`src/hdl/etf_pkg.sv`:
```
// ----------------------------------------------------------------------------
// etf_pkg
// Shared types and constants for the escape-time fractal iterator.
// ----------------------------------------------------------------------------
package etf_pkg;

  typedef logic [1:0] kind_t;
  typedef logic       cfg_idx_t;

  localparam kind_t KIND_MANDELBROT   = 2'd0;
  localparam kind_t KIND_BURNING_SHIP = 2'd1;
  localparam kind_t KIND_TRICORN      = 2'd2;

  localparam cfg_idx_t CFG_IDX_KIND  = 1'b0;
  localparam cfg_idx_t CFG_IDX_LIMIT = 1'b1;

  localparam kind_t       KIND_RESET  = KIND_MANDELBROT;
  localparam int unsigned LIMIT_RESET = 400;

  localparam int unsigned QUEUE_DEPTH = 2;
  localparam int unsigned QPTR_W      = $clog2(QUEUE_DEPTH);
  localparam int unsigned QCNT_W      = $clog2(QUEUE_DEPTH + 1);

endpackage

```
`src/hdl/etf_front.sv`:
```
// ----------------------------------------------------------------------------
// etf_front
// Input side: accepts points and holds them in a short queue for the core.
// ----------------------------------------------------------------------------
module etf_front #(
  parameter int COORD_WIDTH = 32
) (
  input  logic                          clk,
  input  logic                          rst_n,
  input  logic                          in_valid,
  output logic                          in_ready,
  input  logic signed [COORD_WIDTH-1:0] in_c_real,
  input  logic signed [COORD_WIDTH-1:0] in_c_imag,
  output logic                          q_valid,
  input  logic                          q_pop,
  output logic signed [COORD_WIDTH-1:0] q_c_real,
  output logic signed [COORD_WIDTH-1:0] q_c_imag
);
  import etf_pkg::*;

  localparam int EW = 2 * COORD_WIDTH;

  logic [EW-1:0]     ent_r [QUEUE_DEPTH];
  logic [QPTR_W-1:0] wr_ptr_r, wr_ptr_nxt;
  logic [QPTR_W-1:0] rd_ptr_r, rd_ptr_nxt;
  logic [QCNT_W-1:0] cnt_r, cnt_nxt;
  logic              push;

  assign in_ready = (cnt_r != QCNT_W'(QUEUE_DEPTH));
  assign q_valid  = (cnt_r != '0);
  assign push     = in_valid && in_ready;
  assign q_c_real = ent_r[rd_ptr_r][EW-1:COORD_WIDTH];
  assign q_c_imag = ent_r[rd_ptr_r][COORD_WIDTH-1:0];

  always_comb begin
    wr_ptr_nxt = wr_ptr_r;
    rd_ptr_nxt = rd_ptr_r;
    cnt_nxt    = cnt_r;
    if (push) begin
      wr_ptr_nxt = (wr_ptr_r == QPTR_W'(QUEUE_DEPTH - 1)) ? '0 : wr_ptr_r + 1'b1;
    end
    if (q_pop) begin
      rd_ptr_nxt = (rd_ptr_r == QPTR_W'(QUEUE_DEPTH - 1)) ? '0 : rd_ptr_r + 1'b1;
    end
    if (push && !q_pop) begin
      cnt_nxt = cnt_r + 1'b1;
    end else if (!push && q_pop) begin
      cnt_nxt = cnt_r - 1'b1;
    end
  end

  always_ff @(posedge clk) begin
    if (!rst_n) begin
      wr_ptr_r <= '0;
      rd_ptr_r <= '0;
      cnt_r    <= '0;
    end else begin
      wr_ptr_r <= wr_ptr_nxt;
      rd_ptr_r <= rd_ptr_nxt;
      cnt_r    <= cnt_nxt;
    end
  end

  always_ff @(posedge clk) begin
    if (push) begin
      ent_r[wr_ptr_r] <= {in_c_real, in_c_imag};
    end
  end

endmodule

```
`config.mk`:
```
export PLATFORM = sky130hd
export DESIGN_NAME = etf_front
export DESIGN_NICKNAME = d
export VERILOG_FILES = /design/src/hdl/etf_pkg.sv /design/src/hdl/etf_front.sv
export SDC_FILE = /design/constraint.sdc
export NUM_CORES = 1
export LEC_CHECK = 0
export ABC_AREA = 1
export BUFFER_PORTS_ARGS = -buffer_cell sky130_fd_sc_hd__buf_4
export CAP_MARGIN = 40
export CORE_ASPECT_RATIO = 1.75
export CORE_UTILIZATION = 45
export CTS_BUF_LIST = sky130_fd_sc_hd__clkbuf_16
export DETAILED_ROUTE_END_ITERATION = 8
export PLACE_DENSITY = 0.69
export REMOVE_ABC_BUFFERS = 1
export SLEW_MARGIN = 25
export SYNTH_ARGS = -nofsm -noshare
export SYNTH_HDL_FRONTEND = slang
export SYNTH_SLANG_ARGS = --single-unit
```
`constraint.sdc`:
```
create_clock -name clk -period 5.6 [get_ports clk]
set_input_delay 1.12 -clock clk [delete_from_list [all_inputs] [get_ports clk]]
set_output_delay 1.12 -clock clk [all_outputs]
set_load 0.05 [all_outputs]
```
**After elaboration in Yosys (flattened, before gate mapping)**

Memory sizes are Yosys's and may differ from the RTL's. A register that Yosys moved wholly into a read port is not among the register bits.
Cells that the tools add are included.

- Register bits: 4
- Latch bits: 0
- Bits in writable memories: 128
- Memory bits (read-only): 0
- Input port bits: 68
- Output and inout port bits: 66
- Logic and storage cells: 24
- Memories: 1

Memory list:

| name | depth | bits a word | rd ports | clocked after Yosys merged registers in | write ports | RTL line | source |
|---|---|---|---|---|---|---|---|
| ent_r | 2 | 64 | 1 | 1 | 1 | etf_front.sv:23 | `logic [EW-1:0] ent_r [QUEUE_DEPTH];` |

- Add/sub/neg operators: 4
- $mul: 0
- Div/mod/pow operators: 0
- Magnitude comparators: 0
- Eq/ne operators: 1
- Shift-type cells: 0
- Mux-type cells: 8
- Bitwise gates (word level): 0
- Reductions and logical operators: 7

Operators by type and width:

| cell | number |
|---|---|
| $mux W1 | 6 |
| $mux W2 | 2 |
| $reduce_bool A2 Y1 | 2 |
| $logic_and A1 B1 Y1 | 3 |
| $add A1 B1 Y1 const B | 2 |
| $add A2 B1 Y2 const B | 1 |
| $logic_not A1 Y1 | 2 |
| $ne A2 B2 Y1 const B | 1 |
| $sub A2 B1 Y2 const B | 1 |

**Longest topological paths before layout**

Gate-level depths: netlist of the first run.

- Depth after elaboration: 6
- Gate-level depth with buffers: 11
- Mapped depth without buffers: 11

**Least setup slack after synthesis of the first run**

No wires, ideal clock.

- Path type: input port to flip-flop
- From: in in_valid
- To: mem ent_r[0][0] (netlist bit) (enable)
- Library setup time: 0.487 ns
- Arrival: 3.914 ns
- Data required time: 5.113 ns
- Path slack: 1.200 ns
- Cell stages on the path: 2
- Buffers on the path: 0
- Path through: nand2_1 -> nor2_1

- Word-level cells in the longest chain between the ends: 3

Ends and longest elaborated chain:

| what | RTL line | source |
|---|---|---|
| from (decl) | etf_front.sv:10 | `input logic in_valid,` |
| $logic_and A1 B1 Y1 | etf_front.sv:31 | `assign push = in_valid && in_ready;` |
| $mux W1 | etf_front.sv:65 | `if (push) begin` |
| $mux W1 (not written as such) | etf_front.sv:66 | `ent_r[wr_ptr_r] <= {in_c_real, in_c_imag};` |
| to (decl) | etf_front.sv:23 |  |

No other way between the ends.

==> results of run 1 <==
metal layers:
metal | wire length, um | vias up
met3 | 480 | 8
met2 | 4980 | 77
li1 | - | 1199
met1 | 3260 | 1262
met5 | 0 | -
met4 | 140 | 0
through the flow:
stage | total power (uW) | setup slack, ps
2_1_floorplan | 1600 | 1200
3_3_place_gp | 1740 | 2690
3_5_place_dp | 1760 | 2810
4_1_cts | 2770 | 2380
5_1_grt | 2840 | 2330
6_report | 2750 | 2430
report_power, final:
group          internal (uW)  total [uW]  switching [uW]
combinational            197         519             322
clock                    640        1020             377
sequential              1190        1220            29.6
flip-flops by register name (all words and copies together) (netlist names), named ones only:
| signal | count |
|---|---|
| cnt_r | 2 |
| ent_r | 128 |
| rd_ptr_r | 1 |
| wr_ptr_r | 1 |
synthesized netlist by cell type (2+ instances only):
library cell	instances	area, um^2
mux2_4	60	901
inv_1	8	30.0
buf_12	6	120
o21ai_0	2	10.0
edfxtp_1	128	3840
nand2_1	9	33.8
dfxtp_1	5	100
mux2_2	4	45.0
nor2_1	8	30.0
cells by family (layout without fill, tap and decap cells):
| family | count (synthesis) | count (layout) | share of synthesized area (%) |
|---|---|---|---|
| mux | 64 | 64 | 18.4 |
| simple gates | 19 | 19 | 1.46 |
| compound gates | 3 | 3 | 0.291 |
| flops | 133 | 133 | 76.5 |
| fa+ha+maj | 1 | 1 | 0.243 |
| buf+inv | 15 | 177 | 3.13 |
final cells by class:
| class | count | share of cell area [%] |
|---|---|---|
| Multi-Input combinational cell | 87 | 15.6 |
| Inverter | 8 | 0.439 |
| Sequential cell | 133 | 57.8 |
| Timing Repair Buffer | 138 | 15.8 |
| Clock buffer | 17 | 6.22 |
| Clock inverter | 14 | 1.78 |
| Tap cell | 132 | 2.42 |
tightest hold or removal path, cell delays in order, from the launching register on:
cell and delay [ps]:
dfxtp_1 330, nor2_1 60, nor2_1 80
layout by cell type (no fill, tap or decap):
master	count
mux2_4	60
buf_12	2
nand2_1	9
mux2_2	4
ha_1	1
nand3_1	1
buf_16	1
clkinvlp_4	2
clkinv_2	7
o21ai_0	2
clkbuf_16	17
buf_4	135
dfxtp_4	1
bufinv_16	2
inv_1	10
a21oi_1	1
nor2_4	2
nand4_1	1
dfxtp_1	4
clkinv_1	1
edfxtp_1	128
nor2_1	6
final timing paths:
| kind | to | depth (start not counted) | from | slack, ps |
|---|---|---|---|---|
| min | register | 2 | rd_ptr_r | 490 |
| max reg2reg | ent_r[0][11] | 6 | cnt_r[0] | 3830 |
| min reg2reg | register | 2 | rd_ptr_r | 490 |
| max | q_c_real[10] | 3 | register | 2430 |
==> metrics.log, run 1 <==
[metrics] run status: completed
[metrics] cell at the root of the clock tree: clkbuf_16
[metrics] sequential fraction of the synthesis area: 76.5%
[metrics] fraction of synthesis flops using an asynchronous set or reset pin: 0%
[metrics] placed cell count: 496
[metrics] worst rel slew slack: 58.7%
[metrics] critical path arrival: 2050 ps
[metrics] Post-Syn Area: 5150 um^2
[metrics] final setup violation count: 0
[metrics] number of instances in the synthesized netlist: 235
[metrics] Synth cell types: 14
[metrics] top-level port count: 134
[metrics] post-CTS setup repair buffer count: 0
[metrics] CTS H-tree depth: 4
[metrics] initial antenna violation count: 0
[metrics] first-pass iteration count of the detailed router: 4
[metrics] # nets final: 454
[metrics] final hold violation count: 0
[metrics] number of diodes: 0
[metrics] final standard cell count with taps included and fillers excluded: ~530
[metrics] per-cell routed wire length: between 15 and 20 um
[metrics] flip-flop and latch count after synthesis: 133
[metrics] total routing usage reported by global routing: 15.1%
[metrics] filler cell count in the final layout: roughly 830
[metrics] final worst hold slack: 495 ps
[metrics] number of enable flip-flop cells after synthesis: ~130
[metrics] flip-flop cell with the highest count after synthesis: edfxtp_1
[metrics] Max stage delay on crit path: 750 ps
[metrics] number of buffer and inverter stages on the critical path: 2
[metrics] clock sink count: around 130
[metrics] transition time at the pin with the least slew margin: about 620 ps
[metrics] flip-flop and latch area: 3950 um^2
[metrics] clock tree from TritonCTS: yes
[metrics] die height: about 140 um
[metrics] kind of cell adding the most delay to the critical path: flip-flops
[metrics] number of routed nets with antenna violations: 0
[metrics] highest ir drop seen on vdd: a little over 300 uV
[metrics] placed instance area: 6250 um^2
[metrics] crit share post-route: 56.6%
[metrics] RSZ-0062 raised after global routing: false
[metrics] GRT busiest layer: met2
[metrics] Final Max Tran Viols: 0
[metrics] clock buffer count from CTS: 17
[metrics] number of global-route vias before repair: between 2000 and 3000
[metrics] maximum number of pins on one net before global-route repair: 65
[metrics] clock-pin slew on the worst setup and hold paths: 50 ps
[metrics] routed wire length: 8860 um
[metrics] std cell rows: 51
[metrics] maximum clock rate: about 0.32 GHz
[metrics] starting density of the core: 46.2%
[metrics] area delta synth->final: 32.6%
[metrics] layout cells sized above 1: 58.7%
[metrics] leakage dissipation: 0.00275 uW
[metrics] PD cells: a little over 400 nW/um^2
[metrics] core utilization of the finished layout: around three fifths
[metrics] wire length of the first global-routing pass: between 10000 and 15000 um
[metrics] die outline area: 11900 um^2
[metrics] count of unresolved DRC violations after routing: 0
[metrics] drt initial violations: approximately 130
[metrics] area inside the core boundary: 11200 um^2
[metrics] global-route met1 utilization: 16.2%
[metrics] Design Area, Final: 6830 um^2
[metrics] clock latency reported for the late side of the worst-skew pair: 400 ps
[metrics] GPL Wtd Cong: 0.689
[metrics] Min-Delay Path Class: reg -> reg
[metrics] Die Wd: between 80 and 90 um
[metrics] routed via count: 2546
[metrics] max-capacitance violation count: 0
[metrics] area occupied by multi-input gates: 1060 um^2
[metrics] count of buffers from port buffering: ~130
[metrics] number of hold buffers added after CTS: 0
[metrics] crit path kind: reg -> out
[metrics] synth warn: 0
[metrics] final sum of negative setup slack: 0 ps
[metrics] overflow left after global routing: 0
[metrics] Critical Path Start Type: register
[metrics] global routing met3 resource utilization: 5.11%
[metrics] global routing usage on met2: 26.2%
[metrics] CP Capture Type: primary output
[metrics] required time at the worst-slack endpoint: 4480 ps
[metrics] library cell contributing the largest single delay on the critical path: dfxtp_4
[metrics] vias per cell: slightly below 5
[metrics] Avg Synthesized Cell Area: between 20 and 25 um^2
[metrics] Max clock buf depth: 2
[metrics] Period minus WS final: 3170 ps
[metrics] maximum fanout encountered on the critical timing path: 33
[metrics] post-CTS sizing: 0
[metrics] largest clock skew in the final design: 8.09 ps
[metrics] cells traversed along the worst timing path: buf_16 -> mux2_2 -> buf_4
[metrics] DP Wirelength: 5810 um
Note: power is estimated with default switching activity, not from simulation.
==> run 2: changes to the inputs <==
- PLACE_DENSITY: 0.69 -> 0.71
- clock period: 5.6 -> 2.7 ns (I/O delays scaled with it)
==> run 2 against run 1 <==
Against the previous run:
- routed wire length fell by 0.24%
- core utilization rose by 0.75 points
- sequential power rose by 100%
- sequential share of layout area fell by 0.70 points
- via count fell by 0.51%
- count of clock-buffer cells in the layout did not move
- clock skew fell by 2.5 ps
- sequential cell count did not move
- first-iteration DRC count fell by 27%
- critical endpoint is now q_c_real[16]
- power rose by 120%
==> metrics.log, run 2 (synthesis results as in run 1) <==
[metrics] filler cell count in the final layout: 794
[metrics] run status: completed
[metrics] wire length of the first global-routing pass: 13200 um
[metrics] flip-flop count of the largest register after layout: 128
[metrics] Post-Place Worst Slack: between 800 and 900 ps
[metrics] RSZ-0062 raised after global routing: false
[metrics] clock latency reported for the late side of the worst-skew pair: 410 ps
[metrics] number of hold buffers added after CTS: 0
[metrics] leakage dissipation: 0.00276 uW
[metrics] number of global-route vias before repair: 2635
[metrics] highest ir drop seen on vdd: 662 uV
[metrics] clock buffer count from CTS: 17
[metrics] Die Wd: 82.9 um
[metrics] Crit Reg-Reg Startpoint: cnt_r[0]
[metrics] CTS H-tree depth: 4
[metrics] final hold violation count: 0
[metrics] overflow left after global routing: 0
[metrics] DP Wirelength: about 6000 um
[metrics] final setup violation count: 0
[metrics] Design Area, Final: 6920 um^2
[metrics] flip-flop and latch area: about 4000 um^2
[metrics] worst rel slew slack: 63.6%
[metrics] largest register by flop count: ent_r
[metrics] library cell contributing the largest single delay on the critical path: mux2_2
[metrics] maximum clock rate: roughly 0.44 GHz
[metrics] required time at the worst-slack endpoint: 2160 ps
[metrics] Min-Delay Path Class: in -> reg
[metrics] vias per cell: 4.78
[metrics] crit path setup slack, layout: between 400 and 500 ps
[metrics] transition time at the pin with the least slew margin: 544 ps
[metrics] die outline area: roughly 12000 um^2
[metrics] layout cells sized above 1: 58.8%
[metrics] count of buffers from port buffering: 133
[metrics] per-cell routed wire length: 16.7 um
[metrics] starting density of the core: 46.2%
[metrics] Max clock buf depth: 2
[metrics] CP Capture Type: primary output
[metrics] clock tree from TritonCTS: yes
[metrics] area occupied by multi-input gates: ~1100 um^2
[metrics] largest clock skew in the final design: 5.58 ps
[metrics] Final Max Tran Viols: 0
[metrics] die height: approximately 140 um
[metrics] largest registers: ent_r: 128 flops, cnt_r: 2 flops
[metrics] post-CTS sizing: 0
[metrics] Critical Path Start Type: register
[metrics] count of unresolved DRC violations after routing: 0
[metrics] placed instance area: 6300 um^2
[metrics] power after layout: 5940 uW
[metrics] total routing usage reported by global routing: 15.3%
[metrics] routed wire length: 8840 um
[metrics] most common cell after layout, fill and taps aside: buf_4
[metrics] area inside the core boundary: 11200 um^2
[metrics] cell at the root of the clock tree: clkbuf_16
[metrics] number of routed nets with antenna violations: 0
[metrics] Max stage delay on crit path: 390 ps
[metrics] crit share post-route: a little over four fifths
[metrics] max-capacitance violation count: 0
[metrics] top-level port count: between 100 and 150
[metrics] source of the worst hold timing path: in_c_imag[2]
[metrics] GPL Wtd Cong: 0.675
[metrics] final sum of negative setup slack: 0 ps
[metrics] post-CTS setup repair buffer count: 0
[metrics] maximum fanout encountered on the critical timing path: 64
[metrics] number of diodes: 0
[metrics] core utilization of the finished layout: 61.9%
[metrics] initial antenna violation count: 0
[metrics] crit path kind: reg -> out
[metrics] std cell rows: 51
[metrics] Period minus WS final: ~2300 ps
[metrics] leading cell types in the layout, fill and taps excluded: buf_4, edfxtp_1, mux2_4
[metrics] clock sink count: 133
[metrics] # nets final: 454
[metrics] critical path arrival: roughly 1700 ps
[metrics] drt initial violations: between 90 and 100
[metrics] maximum number of pins on one net before global-route repair: 65
[metrics] first-pass iteration count of the detailed router: 4
[metrics] cells traversed along the worst timing path: buf_12 -> mux2_2 -> buf_4
[metrics] clock-pin slew on the worst setup and hold paths: 60 ps
[metrics] PD cells: around 860 nW/um^2
[metrics] area delta synth->final: 34.2%
[metrics] routed via count: approximately 2500
[run 2: cell count changes in the layout (fill, tap and decap cells not counted), moves of 2 or more]
cell / before / now
bufinv_16: 2 / 4
buf_4: 135 / 133
buf_12: 2 / 5
clkinvlp_4: 2 / 5
clkinv_2: 7 / 2
[run 2: final timing paths]
| check | endpoint | slack, ps | cells after the start |
|---|---|---|---|
| setup reg to reg | ent_r[1][1] | 960 | 5 |
| hold reg to reg | register | 510 | 2 |
| hold / removal | ent_r[1][2] | 320 | 1 |
| setup / recovery | q_c_real[16] | 420 | 3 |
[run 2: routing by layer]
metal / vias to the layer above / wire [um] / global-route usage [%]
met1: 1237 / 3010 / 14.8
met5: - / 0 / 0
met4: 0 / 143 / 7.53
li1: 1204 / - / -
met3: 11 / 495 / 5.80
met2: 81 / 5190 / 28.3
[run 2: layout make-up]
type / count / share of cell area [%]
inverter: 8 / 0.434
clock buffer: 17 / 6.15
timing repair buffer: 138 / 15.9
sequential: 133 / 57.1
tap: 132 / 2.39
clock inverter: 15 / 2.71
multi-input combinational: 87 / 15.4
[run 2: metrics by stage]
stage,instances,hold slack (ps)
after floorplan,228,463
after global placement,498,473
after detailed placement,498,494
after CTS,530,297
after global routing,530,296
final,530,317
[run 2: critical path, delay by kind of cell, from the launching register on]
kind | cells | cell delay (ps)
buffers and inverters | 2 | 570
multiplexers | 1 | 390
flip-flops | 1 | 350
[run 2: power breakdown]
group          switching [uW]  internal [uW]  total, uW  leakage (uW)
combinational             684            416       1100       0.00124
clock                     804           1530       2330      0.000288
sequential               42.1           2460       2500       0.00124
==> run 3: changes to the inputs <==
- ABC_AREA: 1 -> 0
- PLACE_DENSITY: 0.71 -> 0.72
- clock period: 2.7 -> 2 ns (I/O delays scaled with it)
==> run 3 against run 2 <==
Against the previous run:
- register-to-register slack worse by 510 ps
- sequential share of layout area increased by 1.9 points
- design area is 3.2% lower
- clock power increased by 15%
- count of clock-buffer cells in the layout is the same
- sequential power grew 38%
- largest cell class unchanged
- final cell count fell by 2.8%
- power is 34% higher
- area after synthesis down 5.3%
- combinational power up 65%
- critical path type unchanged
- critical path depth unchanged
==> metrics.log, run 3 <==
[metrics] number of instances in the synthesized netlist: around 220
[metrics] count of buffers from port buffering: 133
[metrics] wire length of the first global-routing pass: roughly 13000 um
[metrics] first-pass iteration count of the detailed router: 4
[metrics] number of diodes: 0
[metrics] Die Wd: 80.7 um
[metrics] area delta synth->final: 37.2%
[metrics] number of hold buffers added after CTS: 0
[metrics] flip-flop cell with the highest count after synthesis: edfxtp_1
[metrics] clock-pin slew on the worst setup and hold paths: 50 ps
[metrics] top-level port count: 134
[metrics] Synth cell types: 19
[metrics] transition time at the pin with the least slew margin: 384 ps
[metrics] crit path kind: reg -> out
[metrics] highest ir drop seen on vdd: between 700 and 800 uV
[metrics] crit share post-route: a little over nine tenths
[metrics] die outline area: ~11000 um^2
[metrics] routed via count: around 2500
[metrics] final setup violation count: 0
[metrics] most common cell after layout, fill and taps aside: edfxtp_1
[metrics] cell types with the largest area share after synthesis: edfxtp_1, mux2_2, dfxtp_1, buf_6, and2_1
[metrics] leakage dissipation: 0.00252 uW
[metrics] filler cell count in the final layout: 778
[metrics] Period minus WS final: ~2000 ps
[metrics] total routing usage reported by global routing: 16.5%
[metrics] global-route met1 utilization: roughly 15%
[metrics] most repeated cell in the gate-level netlist after synthesis: edfxtp_1
[metrics] Post-Syn Area: just under 5000 um^2
[metrics] max-capacitance violation count: 0
[metrics] Avg Synthesized Cell Area: 21.9 um^2
[metrics] drt initial violations: ~110
[metrics] post-CTS setup repair buffer count: 0
[metrics] leading area contributor after synthesis: edfxtp_1
[metrics] Design Area, Final: 6700 um^2
[metrics] leading cell types in the layout, fill and taps excluded: edfxtp_1, buf_4, mux2_2
[metrics] std cell rows: 50
[metrics] routed wire length: approximately 9000 um
[metrics] RSZ-0062 raised after global routing: true
[metrics] placed cell count: 484
[metrics] final hold violation count: 0
[metrics] global routing usage on met2: just over 30%
[metrics] count of unresolved DRC violations after routing: 0
[metrics] initial antenna violation count: 0
[metrics] per-cell routed wire length: 17.4 um
[metrics] Final Max Tran Viols: 0
[metrics] largest registers: ent_r: 128 flops, cnt_r: 2 flops
[metrics] global routing met3 resource utilization: roughly 4.7%
[metrics] CP Capture Type: primary output
[metrics] number of routed nets with antenna violations: 0
[metrics] area inside the core boundary: 10600 um^2
[metrics] PD cells: approximately 1200 nW/um^2
[metrics] maximum clock rate: 0.509 GHz
[metrics] run status: completed
[metrics] critical path arrival: 1560 ps
[metrics] maximum fanout encountered on the critical timing path: 35
[metrics] # nets final: 442
[metrics] layout cells sized above 1: roughly three fifths
[metrics] Crit Reg-Reg Startpoint: cnt_r[0]
[metrics] number of global-route vias before repair: 2720
[metrics] Min-Delay Path Class: in -> reg
[metrics] cell at the root of the clock tree: clkbuf_16
[metrics] clock sink count: 133
[metrics] flip-flop count of the largest register after layout: 128
[metrics] required time at the worst-slack endpoint: 1600 ps
[metrics] clock tree from TritonCTS: yes
[metrics] synth warn: 0
[metrics] GRT busiest layer: met2
[metrics] worst rel slew slack: 74.4%
[metrics] GPL Wtd Cong: 0.731
[metrics] CTS H-tree depth: 4
[metrics] Critical Path Start Type: register
[metrics] fraction of post-synthesis cell area in the top cell type by area: about four fifths
[metrics] largest register by flop count: ent_r
[metrics] clock latency reported for the late side of the worst-skew pair: around 400 ps
[metrics] sequential fraction of the synthesis area: 80.8%
[metrics] most frequent cells after synthesis: edfxtp_1, mux2_2, buf_6
[metrics] die height: 140 um
[metrics] source of the worst hold timing path: in_c_real[5]
[metrics] Max clock buf depth: 2
[metrics] placed instance area: 6060 um^2
[metrics] DP Wirelength: 5870 um
[metrics] starting density of the core: between 40% and 50%
[metrics] maximum number of pins on one net before global-route repair: 65
[metrics] vias per cell: 4.92
[metrics] number of enable flip-flop cells after synthesis: 128
[metrics] overflow left after global routing: 0
[metrics] final standard cell count with taps included and fillers excluded: 515
[metrics] clock buffer count from CTS: 17
[metrics] flip-flop and latch count after synthesis: 133
[metrics] fraction of synthesis flops using an asynchronous set or reset pin: 0%
[metrics] largest clock skew in the final design: 9.23 ps
run 3: final timing paths:
check	end	slack [ps]	depth (start not counted)
worst max register to register	cnt_r[1]	450	5
worst max-delay path	q_c_real[28]	40	3
worst min-delay path	ent_r[1][37]	180	1
worst min register to register	cnt_r[1]	540	2
run 3: timing repair:
action                                  4_1_cts  5_1_grt
pin swaps                                     0        0
endpoints found under the setup margin        7       33
gates resized for setup                       1       31
run 3: metrics by stage:
step                      setup WS (ps)  utilization, %  power (uW)  TNS (ps)  hold slack, ps
final                              37.1            63.0        7940         0             180
after detailed placement            438            57.0        5250         0             533
after floorplan                    -640               -        4670   -107760             499
after global placement              440            57.0        5220         0             515
after global routing              -30.6            63.0        8210     -51.9             163
after CTS                          8.34            61.9        7950         0             162
run 3: cell type report:
cell class	instances	area, um^2	area share [%]
inverter	2	7.51	0.112
timing repair buffer	138	1200	18.0
clock buffer	17	425	6.35
sequential	133	3950	58.9
tap	130	163	2.43
clock inverter	14	96.3	1.44
multi-input combinational	81	856	12.8
run 3: cell families (layout without fill, tap and decap cells):
family / after synthesis / count (layout) / share of synthesized area (%)
buffers and inverters: 9 / 171 / 1.69
XOR/XNOR: 3 / 3 / 0.538
multiplexers: 64 / 64 / 14.8
AND/OR/NAND/NOR: 9 / 9 / 1.33
adder cells (fa/ha/maj): 1 / 1 / 0.256
flip-flops: 133 / 133 / 80.8
AO/OA/AOI/OAI: 4 / 4 / 0.615
run 3: routing by layer:
metal	vias to the layer above	share of wire (%)
met5	-	0
met4	0	3.8
met3	26	4.5
li1	1178	-
met2	93	58
met1	1239	34
run 3: report_power, final:
part           internal, uW  switching [uW]
combinational           657            1150
sequential             3380            72.8
clock                  1660            1020
run 3: worst max-delay path: stages (launching register included):
cell,delay [ps]
dfxtp_4,370
buf_12,210
mux2_2,360
buf_4,190
